<file path="src/rtl/core/hcns_pkg.sv">
// Shared types, constants and heading lookup functions for the heading corridor
// nearest-candidate selector. Depends on nothing; every other file uses it.
package hcns_pkg;

   localparam int ID_W      = 32;
   localparam int LON_W     = 28;
   localparam int LAT_W     = 27;
   localparam int CLAT_W    = 26;
   localparam int HEAD_W    = 9;
   localparam int CSR_IDX_W = 2;
   localparam int CSR_W     = 28;

   localparam logic [CSR_IDX_W-1:0] CSR_VEHICLE_LON = 2'd0;
   localparam logic [CSR_IDX_W-1:0] CSR_VEHICLE_LAT = 2'd1;
   localparam logic [CSR_IDX_W-1:0] CSR_HEADING_DEG = 2'd2;

   localparam logic [LON_W-1:0]  DEFAULT_LON  = 28'd126700000;
   localparam logic [LAT_W-1:0]  DEFAULT_LAT  = 27'd37400000;
   localparam logic [HEAD_W-1:0] DEFAULT_HEAD = 9'd0;

   // Path walk
   localparam int PATH_POINTS = 201;
   localparam int STEP_W      = 8;
   localparam logic [STEP_W-1:0] LAST_STEP = STEP_W'(PATH_POINTS - 1);
   localparam int BOX_HALF    = 200;
   localparam int POS_W       = 30;
   localparam int UNIT_W      = 5;
   localparam logic signed [POS_W-1:0] BOX_HI = POS_W'(BOX_HALF);
   localparam logic signed [POS_W-1:0] BOX_LO = -BOX_HI;

   // Distance squares
   localparam int OP_W   = 28;
   localparam int PROD_W = 2 * OP_W;
   localparam int DIST_W = PROD_W + 1;

   // Upper angle of each rounded cosine value, from 10 down to 1
   localparam logic [6:0] COS_EDGE [10] = '{
      7'd18, 7'd31, 7'd41, 7'd49, 7'd56, 7'd63, 7'd69, 7'd75, 7'd81, 7'd87
   };

   typedef struct packed {
      logic [ID_W-1:0]   cand_id;
      logic [LON_W-1:0]  cand_lon;
      logic [CLAT_W-1:0] cand_lat;
      logic              first_of_query;
   } req_word_type;

   typedef struct packed {
      logic              accepted;
      logic              found_any;
      logic [ID_W-1:0]   best_id;
      logic [LON_W-1:0]  best_lon;
      logic [LAT_W-1:0]  best_lat;
   } rsp_word_type;

   typedef enum logic [2:0] {
      ST_IDLE,
      ST_WALK,
      ST_SEL,
      ST_MUL,
      ST_ACC,
      ST_DONE
   } state_type;

   // round(10*cos(a)) for a in 0..90 degrees
   function automatic logic signed [UNIT_W-1:0] quarter_cos(input logic [6:0] a);
      logic signed [UNIT_W-1:0] r;
      logic                     hit;
      r   = '0;
      hit = 1'b0;
      for (int k = 0; k < 10; k++) begin
         if (!hit && (a <= COS_EDGE[k])) begin
            r   = UNIT_W'(10 - k);
            hit = 1'b1;
         end
      end
      return r;
   endfunction

   function automatic logic [HEAD_W-1:0] wrap_heading(input logic [HEAD_W-1:0] h);
      return (h >= 9'd360) ? h - 9'd360 : h;
   endfunction

   // round(10*cos(h)) for any 9-bit heading, taken modulo 360
   function automatic logic signed [UNIT_W-1:0] unit_cos(input logic [HEAD_W-1:0] h);
      logic [HEAD_W-1:0] hm;
      hm = wrap_heading(h);
      if (hm <= 9'd90) begin
         return quarter_cos(hm[6:0]);
      end else if (hm <= 9'd180) begin
         return -quarter_cos(7'(9'd180 - hm));
      end else if (hm <= 9'd270) begin
         return -quarter_cos(7'(hm - 9'd180));
      end else begin
         return quarter_cos(7'(9'd360 - hm));
      end
   endfunction

   // round(10*sin(h)), taken as the cosine of h - 90
   function automatic logic signed [UNIT_W-1:0] unit_sin(input logic [HEAD_W-1:0] h);
      logic [HEAD_W-1:0] hm;
      logic [HEAD_W-1:0] hs;
      hm = wrap_heading(h);
      hs = (hm >= 9'd90) ? hm - 9'd90 : hm + 9'd270;
      return unit_cos(hs);
   endfunction

endpackage

</file>
<file path="src/rtl/core/hcns_chan_if.sv">
// Valid/ready channel interfaces for the candidate words and the result words.
// Depends on hcns_pkg for the payload types.
interface hcns_req_if;
   logic                      valid;
   logic                      ready;
   hcns_pkg::req_word_type    data;
   modport source (output valid, output data, input ready);
   modport sink   (input valid, input data, output ready);
endinterface

interface hcns_rsp_if;
   logic                      valid;
   logic                      ready;
   hcns_pkg::rsp_word_type    data;
   modport source (output valid, output data, input ready);
   modport sink   (input valid, input data, output ready);
endinterface

</file>
<file path="src/rtl/core/heading_corridor_nearest_select_top.sv">
// Top level of the heading corridor nearest-candidate selector.
// Depends on hcns_pkg and the channel interfaces in hcns_chan_if.sv.
//
// Use: the csr_ port sets the vehicle longitude, latitude and heading (index 0, 1, 2),
// written only while the block is idle. Candidate words arrive on req_ch; each one
// yields exactly one result word on rsp_ch carrying whether it was taken and the
// best candidate of the current query. A word with first_of_query set restores the
// default point before it is judged.
// One candidate is handled at a time. An adder pair steps along the heading, one
// path point a cycle, until the candidate box is hit or all 201 points are seen;
// then one shared 28x28 multiplier forms the four distance squares in turn. The
// next word is taken only after the result word of the last one has been written.
// The result sits in an output register; if the receiver stalls, the block still
// takes the next word and holds its finished result until the register frees.
// Reset restores the default vehicle position, heading 0 and the default point.
module heading_corridor_nearest_select_top (
   input  logic                                clock,
   input  logic                                reset,
   hcns_req_if.sink                            req_ch,
   hcns_rsp_if.source                          rsp_ch,
   input  logic                                csr_we,
   input  logic [hcns_pkg::CSR_IDX_W-1:0]      csr_index,
   input  logic [hcns_pkg::CSR_W-1:0]          csr_wdata
);

   hcns_pkg::state_type                    state_ff, state_in;
   logic [hcns_pkg::LON_W-1:0]             vlon_ff, vlon_in;
   logic [hcns_pkg::LAT_W-1:0]             vlat_ff, vlat_in;
   logic [hcns_pkg::HEAD_W-1:0]            head_ff, head_in;

   hcns_pkg::req_word_type                 cand_ff, cand_in;
   logic [hcns_pkg::STEP_W-1:0]            step_ff, step_in;
   logic signed [hcns_pkg::POS_W-1:0]      px_ff, px_in;
   logic signed [hcns_pkg::POS_W-1:0]      py_ff, py_in;
   logic signed [hcns_pkg::UNIT_W-1:0]     ux_ff, ux_in;
   logic signed [hcns_pkg::UNIT_W-1:0]     uy_ff, uy_in;
   logic                                   hit_ff, hit_in;

   logic [1:0]                             idx_ff, idx_in;
   logic [hcns_pkg::OP_W-1:0]              op_ff, op_in;
   logic [hcns_pkg::PROD_W-1:0]            prod_ff, prod_in;
   logic [hcns_pkg::DIST_W-1:0]            distc_ff, distc_in;
   logic [hcns_pkg::DIST_W-1:0]            distk_ff, distk_in;

   logic [hcns_pkg::LON_W-1:0]             kept_lon_ff, kept_lon_in;
   logic [hcns_pkg::LAT_W-1:0]             kept_lat_ff, kept_lat_in;
   logic [hcns_pkg::ID_W-1:0]              kept_id_ff, kept_id_in;
   logic                                   kept_found_ff, kept_found_in;

   logic                                   rsp_valid_ff, rsp_valid_in;
   hcns_pkg::rsp_word_type                 rsp_word_ff, rsp_word_in;

   logic signed [hcns_pkg::POS_W-1:0]      dx, dy;
   logic                                   in_box;
   logic [hcns_pkg::OP_W-1:0]              op_a, op_b;
   logic                                   nearer;
   logic                                   take;
   logic                                   out_free;

   assign req_ch.ready = (state_ff == hcns_pkg::ST_IDLE);
   assign rsp_ch.valid = rsp_valid_ff;
   assign rsp_ch.data  = rsp_word_ff;

   // Offsets of the current path point from the candidate
   assign dx = px_ff - hcns_pkg::POS_W'(cand_ff.cand_lon);
   assign dy = py_ff - hcns_pkg::POS_W'(cand_ff.cand_lat);
   assign in_box = (dx > hcns_pkg::BOX_LO) && (dx < hcns_pkg::BOX_HI) &&
                   (dy > hcns_pkg::BOX_LO) && (dy < hcns_pkg::BOX_HI);

   // Operand pair for the shared squaring unit: candidate first, then kept best
   always_comb begin
      unique case (idx_ff)
         2'd0: begin
            op_a = cand_ff.cand_lon;
            op_b = vlon_ff;
         end
         2'd1: begin
            op_a = hcns_pkg::OP_W'(cand_ff.cand_lat);
            op_b = hcns_pkg::OP_W'(vlat_ff);
         end
         2'd2: begin
            op_a = kept_lon_ff;
            op_b = vlon_ff;
         end
         default: begin
            op_a = hcns_pkg::OP_W'(kept_lat_ff);
            op_b = hcns_pkg::OP_W'(vlat_ff);
         end
      endcase
   end

   assign nearer   = (distc_ff < distk_ff);
   assign take     = hit_ff && nearer;
   assign out_free = !rsp_valid_ff || rsp_ch.ready;

   always_comb begin
      state_in      = state_ff;
      vlon_in       = vlon_ff;
      vlat_in       = vlat_ff;
      head_in       = head_ff;
      cand_in       = cand_ff;
      step_in       = step_ff;
      px_in         = px_ff;
      py_in         = py_ff;
      ux_in         = ux_ff;
      uy_in         = uy_ff;
      hit_in        = hit_ff;
      idx_in        = idx_ff;
      op_in         = op_ff;
      prod_in       = prod_ff;
      distc_in      = distc_ff;
      distk_in      = distk_ff;
      kept_lon_in   = kept_lon_ff;
      kept_lat_in   = kept_lat_ff;
      kept_id_in    = kept_id_ff;
      kept_found_in = kept_found_ff;
      rsp_word_in   = rsp_word_ff;
      rsp_valid_in  = rsp_valid_ff && !rsp_ch.ready;

      if (csr_we) begin
         unique case (csr_index)
            hcns_pkg::CSR_VEHICLE_LON: vlon_in = csr_wdata;
            hcns_pkg::CSR_VEHICLE_LAT: vlat_in = hcns_pkg::LAT_W'(csr_wdata);
            hcns_pkg::CSR_HEADING_DEG: head_in = hcns_pkg::HEAD_W'(csr_wdata);
            default: ;
         endcase
      end

      unique case (state_ff)
         hcns_pkg::ST_IDLE: begin
            if (req_ch.valid) begin
               cand_in  = req_ch.data;
               step_in  = '0;
               px_in    = hcns_pkg::POS_W'(vlon_ff);
               py_in    = hcns_pkg::POS_W'(vlat_ff);
               ux_in    = hcns_pkg::unit_cos(head_ff);
               uy_in    = hcns_pkg::unit_sin(head_ff);
               hit_in   = 1'b0;
               idx_in   = 2'd0;
               distc_in = '0;
               distk_in = '0;
               if (req_ch.data.first_of_query) begin
                  kept_lon_in   = hcns_pkg::DEFAULT_LON;
                  kept_lat_in   = hcns_pkg::DEFAULT_LAT;
                  kept_id_in    = '0;
                  kept_found_in = 1'b0;
               end
               state_in = hcns_pkg::ST_WALK;
            end
         end
         hcns_pkg::ST_WALK: begin
            if (in_box) begin
               hit_in   = 1'b1;
               state_in = hcns_pkg::ST_SEL;
            end else if (step_ff == hcns_pkg::LAST_STEP) begin
               state_in = hcns_pkg::ST_SEL;
            end else begin
               step_in = step_ff + 1'b1;
               px_in   = px_ff + hcns_pkg::POS_W'(ux_ff);
               py_in   = py_ff + hcns_pkg::POS_W'(uy_ff);
            end
         end
         hcns_pkg::ST_SEL: begin
            op_in    = (op_a >= op_b) ? op_a - op_b : op_b - op_a;
            state_in = hcns_pkg::ST_MUL;
         end
         hcns_pkg::ST_MUL: begin
            prod_in  = hcns_pkg::PROD_W'(op_ff) * hcns_pkg::PROD_W'(op_ff);
            state_in = hcns_pkg::ST_ACC;
         end
         hcns_pkg::ST_ACC: begin
            if (!idx_ff[1]) begin
               distc_in = distc_ff + hcns_pkg::DIST_W'(prod_ff);
            end else begin
               distk_in = distk_ff + hcns_pkg::DIST_W'(prod_ff);
            end
            if (idx_ff == 2'd3) begin
               state_in = hcns_pkg::ST_DONE;
            end else begin
               idx_in   = idx_ff + 1'b1;
               state_in = hcns_pkg::ST_SEL;
            end
         end
         hcns_pkg::ST_DONE: begin
            // The kept best is committed together with the result word.
            if (out_free) begin
               rsp_word_in.accepted  = take;
               rsp_word_in.found_any = take ? 1'b1 : kept_found_ff;
               rsp_word_in.best_id   = take ? cand_ff.cand_id : kept_id_ff;
               rsp_word_in.best_lon  = take ? cand_ff.cand_lon : kept_lon_ff;
               rsp_word_in.best_lat  = take ? hcns_pkg::LAT_W'(cand_ff.cand_lat)
                                            : kept_lat_ff;
               rsp_valid_in = 1'b1;
               if (take) begin
                  kept_lon_in   = cand_ff.cand_lon;
                  kept_lat_in   = hcns_pkg::LAT_W'(cand_ff.cand_lat);
                  kept_id_in    = cand_ff.cand_id;
                  kept_found_in = 1'b1;
               end
               state_in = hcns_pkg::ST_IDLE;
            end
         end
         default: state_in = hcns_pkg::ST_IDLE;
      endcase
   end

   always_ff @(posedge clock) begin
      if (reset) begin
         state_ff      <= hcns_pkg::ST_IDLE;
         vlon_ff       <= hcns_pkg::DEFAULT_LON;
         vlat_ff       <= hcns_pkg::DEFAULT_LAT;
         head_ff       <= hcns_pkg::DEFAULT_HEAD;
         kept_lon_ff   <= hcns_pkg::DEFAULT_LON;
         kept_lat_ff   <= hcns_pkg::DEFAULT_LAT;
         kept_id_ff    <= '0;
         kept_found_ff <= 1'b0;
         rsp_valid_ff  <= 1'b0;
         step_ff       <= '0;
         idx_ff        <= '0;
         hit_ff        <= 1'b0;
      end else begin
         state_ff      <= state_in;
         vlon_ff       <= vlon_in;
         vlat_ff       <= vlat_in;
         head_ff       <= head_in;
         kept_lon_ff   <= kept_lon_in;
         kept_lat_ff   <= kept_lat_in;
         kept_id_ff    <= kept_id_in;
         kept_found_ff <= kept_found_in;
         rsp_valid_ff  <= rsp_valid_in;
         step_ff       <= step_in;
         idx_ff        <= idx_in;
         hit_ff        <= hit_in;
      end
   end

   always_ff @(posedge clock) begin
      cand_ff     <= cand_in;
      px_ff       <= px_in;
      py_ff       <= py_in;
      ux_ff       <= ux_in;
      uy_ff       <= uy_in;
      op_ff       <= op_in;
      prod_ff     <= prod_in;
      distc_ff    <= distc_in;
      distk_ff    <= distk_in;
      rsp_word_ff <= rsp_word_in;
   end

endmodule
</file>
<file path="src/flat_wrapper.sv">
// flat-port wrapper written by rule: the top's interface ports become plain ports
module heading_corridor_nearest_select_top_flat 
  (clock, reset, csr_we, csr_index, csr_wdata, req_ch_valid, req_ch_data, req_ch_ready, rsp_ch_valid, rsp_ch_data, rsp_ch_ready);
  hcns_req_if req_ch_i ();
  hcns_rsp_if rsp_ch_i ();
  input  logic clock;
  input  logic reset;
  input  logic csr_we;
  input  logic [hcns_pkg::CSR_IDX_W-1:0] csr_index;
  input  logic [hcns_pkg::CSR_W-1:0] csr_wdata;
  input wire logic [$bits(req_ch_i.valid)-1:0] req_ch_valid;
  input wire logic [$bits(req_ch_i.data)-1:0] req_ch_data;
  output wire logic [$bits(req_ch_i.ready)-1:0] req_ch_ready;
  output wire logic [$bits(rsp_ch_i.valid)-1:0] rsp_ch_valid;
  output wire logic [$bits(rsp_ch_i.data)-1:0] rsp_ch_data;
  input wire logic [$bits(rsp_ch_i.ready)-1:0] rsp_ch_ready;
  assign req_ch_i.valid = req_ch_valid;
  assign req_ch_i.data = req_ch_data;
  assign req_ch_ready = req_ch_i.ready;
  assign rsp_ch_valid = rsp_ch_i.valid;
  assign rsp_ch_data = rsp_ch_i.data;
  assign rsp_ch_i.ready = rsp_ch_ready;
  heading_corridor_nearest_select_top u_core (.clock(clock), .reset(reset), .req_ch(req_ch_i), .rsp_ch(rsp_ch_i), .csr_we(csr_we), .csr_index(csr_index), .csr_wdata(csr_wdata));
endmodule
</file>
<file path="config.mk">
export PLATFORM = sky130hd
export DESIGN_NAME = heading_corridor_nearest_select_top_flat
export DESIGN_NICKNAME = d
export VERILOG_FILES = /design/src/rtl/core/hcns_pkg.sv /design/src/rtl/core/hcns_chan_if.sv /design/src/rtl/core/heading_corridor_nearest_select_top.sv /design/src/flat_wrapper.sv
export SDC_FILE = /design/constraint.sdc
export NUM_CORES = 2
export LEC_CHECK = 0
export BUFFER_PORTS_ARGS = -buffer_cell sky130_fd_sc_hd__buf_4
export CAP_MARGIN = 10
export CORE_MARGIN = 4
export CORE_UTILIZATION = 55
export DETAILED_ROUTE_END_ITERATION = 8
export GPL_TIMING_DRIVEN = 0
export PLACE_DENSITY = 0.79
export SKIP_LAST_GASP = 1
export SLEW_MARGIN = 25
export SYNTH_ARGS = -nofsm -noshare
export SYNTH_HDL_FRONTEND = slang
export SYNTH_SLANG_ARGS = --single-unit
</file>
<file path="constraint.sdc">
create_clock -name clock -period 9.63 [get_ports clock]
set_input_delay 0.963 -clock clock [delete_from_list [all_inputs] [get_ports clock]]
set_output_delay 0.963 -clock clock [all_outputs]
set_load 0.1 [all_outputs]
</file>
==> metrics <==
commonest cells after routing, fill and taps aside inv_1 (928), nand2_1 (672), fa_1 (607); initial antenna violation count 9; share of layout cells above drive strength 1 0.0732; Post-Syn Area 0.0635 mm^2; core area 0.115 mm^2; Hold Fails Final Rpt 0; Clock Skew 0.0626 ns; nets 8456; Pre-antenna DRT Iters 6; WL met1 76.4 mm; die width 348 um; number of global-route vias before repair 53100; met3 wire len 17.5 mm; top post-synthesis cells by area edfxtp_1 (21%), fa_1 (19%), ha_1 (11%); Post-Syn Instances 6834; max cap viols 0; clock tree buffer depth 3; Rows 124; commonest non-fill, non-tap cell in the layout inv_1; die footprint 0.121 mm^2; via count 52900; total gr overflow 0; unrepaired setup endpoints after global routing true; CTS HTree Levels 3; CTS Sinks 609; CTS root buf clkbuf_16; register area share after synthesis 0.261; WL/cell 22.9 um; Synthesized Nets 8147; Worst Path Max Fanout 10; fillcell total 9714; status completed; Slew @ Worst Pin 1.04 ns; Skew-Pair Late Insertion Delay 0.68 ns; CTS Buf Count 72; synth warn 0; Worst EP arrival 9.78 ns; Initial Util 0.555; fin crit share 0.977; crit path kind reg -> reg; Yosys top cell area share 0.209; Post-synth top flop edfxtp_1; gr usage total 0.326; # resized after CTS 27; synth unique cells 107; fmax 106 MHz; slew margin rel. 0.303; hold buffers post-CTS 0; Synth Register Bits 609; total negative slack 0 ns; crit end category flop; Final ANT Viol Nets 0; post-layout util 0.611; Worst Path Required 10.00 ns; Die Span Y 348 um; Worst setup SP type flop; Mean Syn Cell Area 9.30 um^2; post-synthesis async set-or-reset flop share 0; initial detailed-routing violation count 5459; clk slew on worst S/H paths 0.06 ns; Top Metal Used met5; area grow syn2layout 10.1%; CTS tree built; Tmin final 9.41 ns; final setup fails 0; Vias per Instance 6.06; Synth area leader edfxtp_1; final wirelength 199 mm; Post-CTS Setup Inserts 0; first-pass GRT wire length 305 mm; GP Congestion 1.02; worst hold path class in -> reg; Pins Over Slew Limit 0; Top-Level Pins 213; residual DRC count 0; Post-synth EDFFs 442; input/output buffers 212; pin count of the biggest net entering global routing 53; Post-DP HPWL 160 mm; metal2 WL 90.5 mm
## per-layer routing
metal,global-route usage,vias to the layer above
li1,-,24000
met1,0.408,25600
met2,0.527,2632
met3,0.0607,633
met4,0.195,4
met5,0,-
## worst max-delay path: stages, from the launching register on
cell and delay (ns):
edfxtp_1 0.69, clkbuf_1 0.73, nand2_1 0.23, fa_1 0.56, inv_1 0.05, fa_1 0.48
fa_1 0.51, inv_1 0.06, fa_1 0.51, fa_1 0.45, fa_1 0.56, inv_1 0.06
fa_1 0.51, ha_1 0.39, a21o_1 0.18, a21o_1 0.17, a21oi_1 0.26, o21ai_0 0.35
a21o_1 0.29, a221oi_2 0.34, o2bb2ai_1 0.27, o211ai_1 0.24, a31o_2 0.27, a21o_1 0.22
a211oi_2 0.31, o21ai_0 0.16, a21oi_1 0.19, xnor2_1 0.10
## layout make-up
cell class	instances	area, um^2	share of cell area
multi-input combinational	5027	42500	0.608
sequential	609	16600	0.238
inverter	933	3500	0.0501
timing repair buffer	236	1970	0.0281
clock buffer	94	1940	0.0277
tap	1512	1890	0.0271
buffer	264	1070	0.0153
clock inverter	38	450	0.00644
antenna	5	12.5	0.000179
## state kept, by name, indices dropped and copies added (netlist names), 2 cells and up
register and flops:
u_core.cand_ff 86, u_core.distc_ff 57, u_core.distk_ff 57, u_core.head_ff 9, u_core.idx_ff 2, u_core.kept_id_ff 32, u_core.kept_lat_ff 27, u_core.kept_lon_ff 28
u_core.op_ff 28, u_core.prod_ff 55, u_core.px_ff 30, u_core.py_ff 30, u_core.rsp_ch.data 89, u_core.state_ff 3, u_core.step_ff 8, u_core.ux_ff 5
u_core.uy_ff 5, u_core.vlat_ff 27, u_core.vlon_ff 28
## worst paths after layout
kind	startpoint	to	slack, ns	depth (start not counted)
hold / removal	req_ch_data[2]	u_core.cand_ff[2]	0.47	1
setup / recovery	u_core.op_ff[5]	u_core.prod_ff[55]	0.22	27
setup reg to reg	u_core.op_ff[5]	u_core.prod_ff[55]	0.22	27
hold reg to reg	u_core.kept_id_ff[1]	u_core.kept_id_ff[1]	0.47	2
## cell families after synthesis
kind of cell    share of synthesized area
flops                               0.261
mux                                0.0213
simple gates                        0.145
xor+xnor                           0.0452
buf+inv                            0.0713
compound gates                      0.150
fa+ha+maj                           0.306
## cells in the mapped netlist (53+ instances only)
| cell type | count |
|---|---|
| inv_1 | 928 |
| nand2_1 | 672 |
| fa_1 | 607 |
| ha_1 | 584 |
| edfxtp_1 | 442 |
| a21oi_1 | 409 |
| nor2_1 | 393 |
| o21ai_0 | 326 |
| clkbuf_1 | 237 |
| xnor2_1 | 196 |
| and2_1 | 185 |
| a21o_1 | 172 |
| dfxtp_1 | 167 |
| nand3_1 | 156 |
| nor3_1 | 118 |
| xor2_1 | 111 |
| nand2b_1 | 88 |
| o21bai_1 | 79 |
| mux2_2 | 67 |
| mux2i_1 | 57 |
| nand4_1 | 56 |
| a31oi_1 | 53 |
## per-stage QoR
stage / cell area, um^2 / cells / setup WS (ns) / hold slack [ns]
after floorplan: 63500 / 6834 / 1.81 / 0.429
after global placement: 67000 / 8558 / -0.708 / 0.448
after detailed placement: 67500 / 8581 / -0.665 / 0.451
after CTS: 69900 / 8713 / 0.0830 / 0.427
after global routing: 69900 / 8715 / -0.0752 / 0.440
final: 69900 / 8718 / 0.218 / 0.465
Power is left out: the tool's default activity adds up to more than one toggle a clock period on the data nets, which glitch-free logic cannot reach.
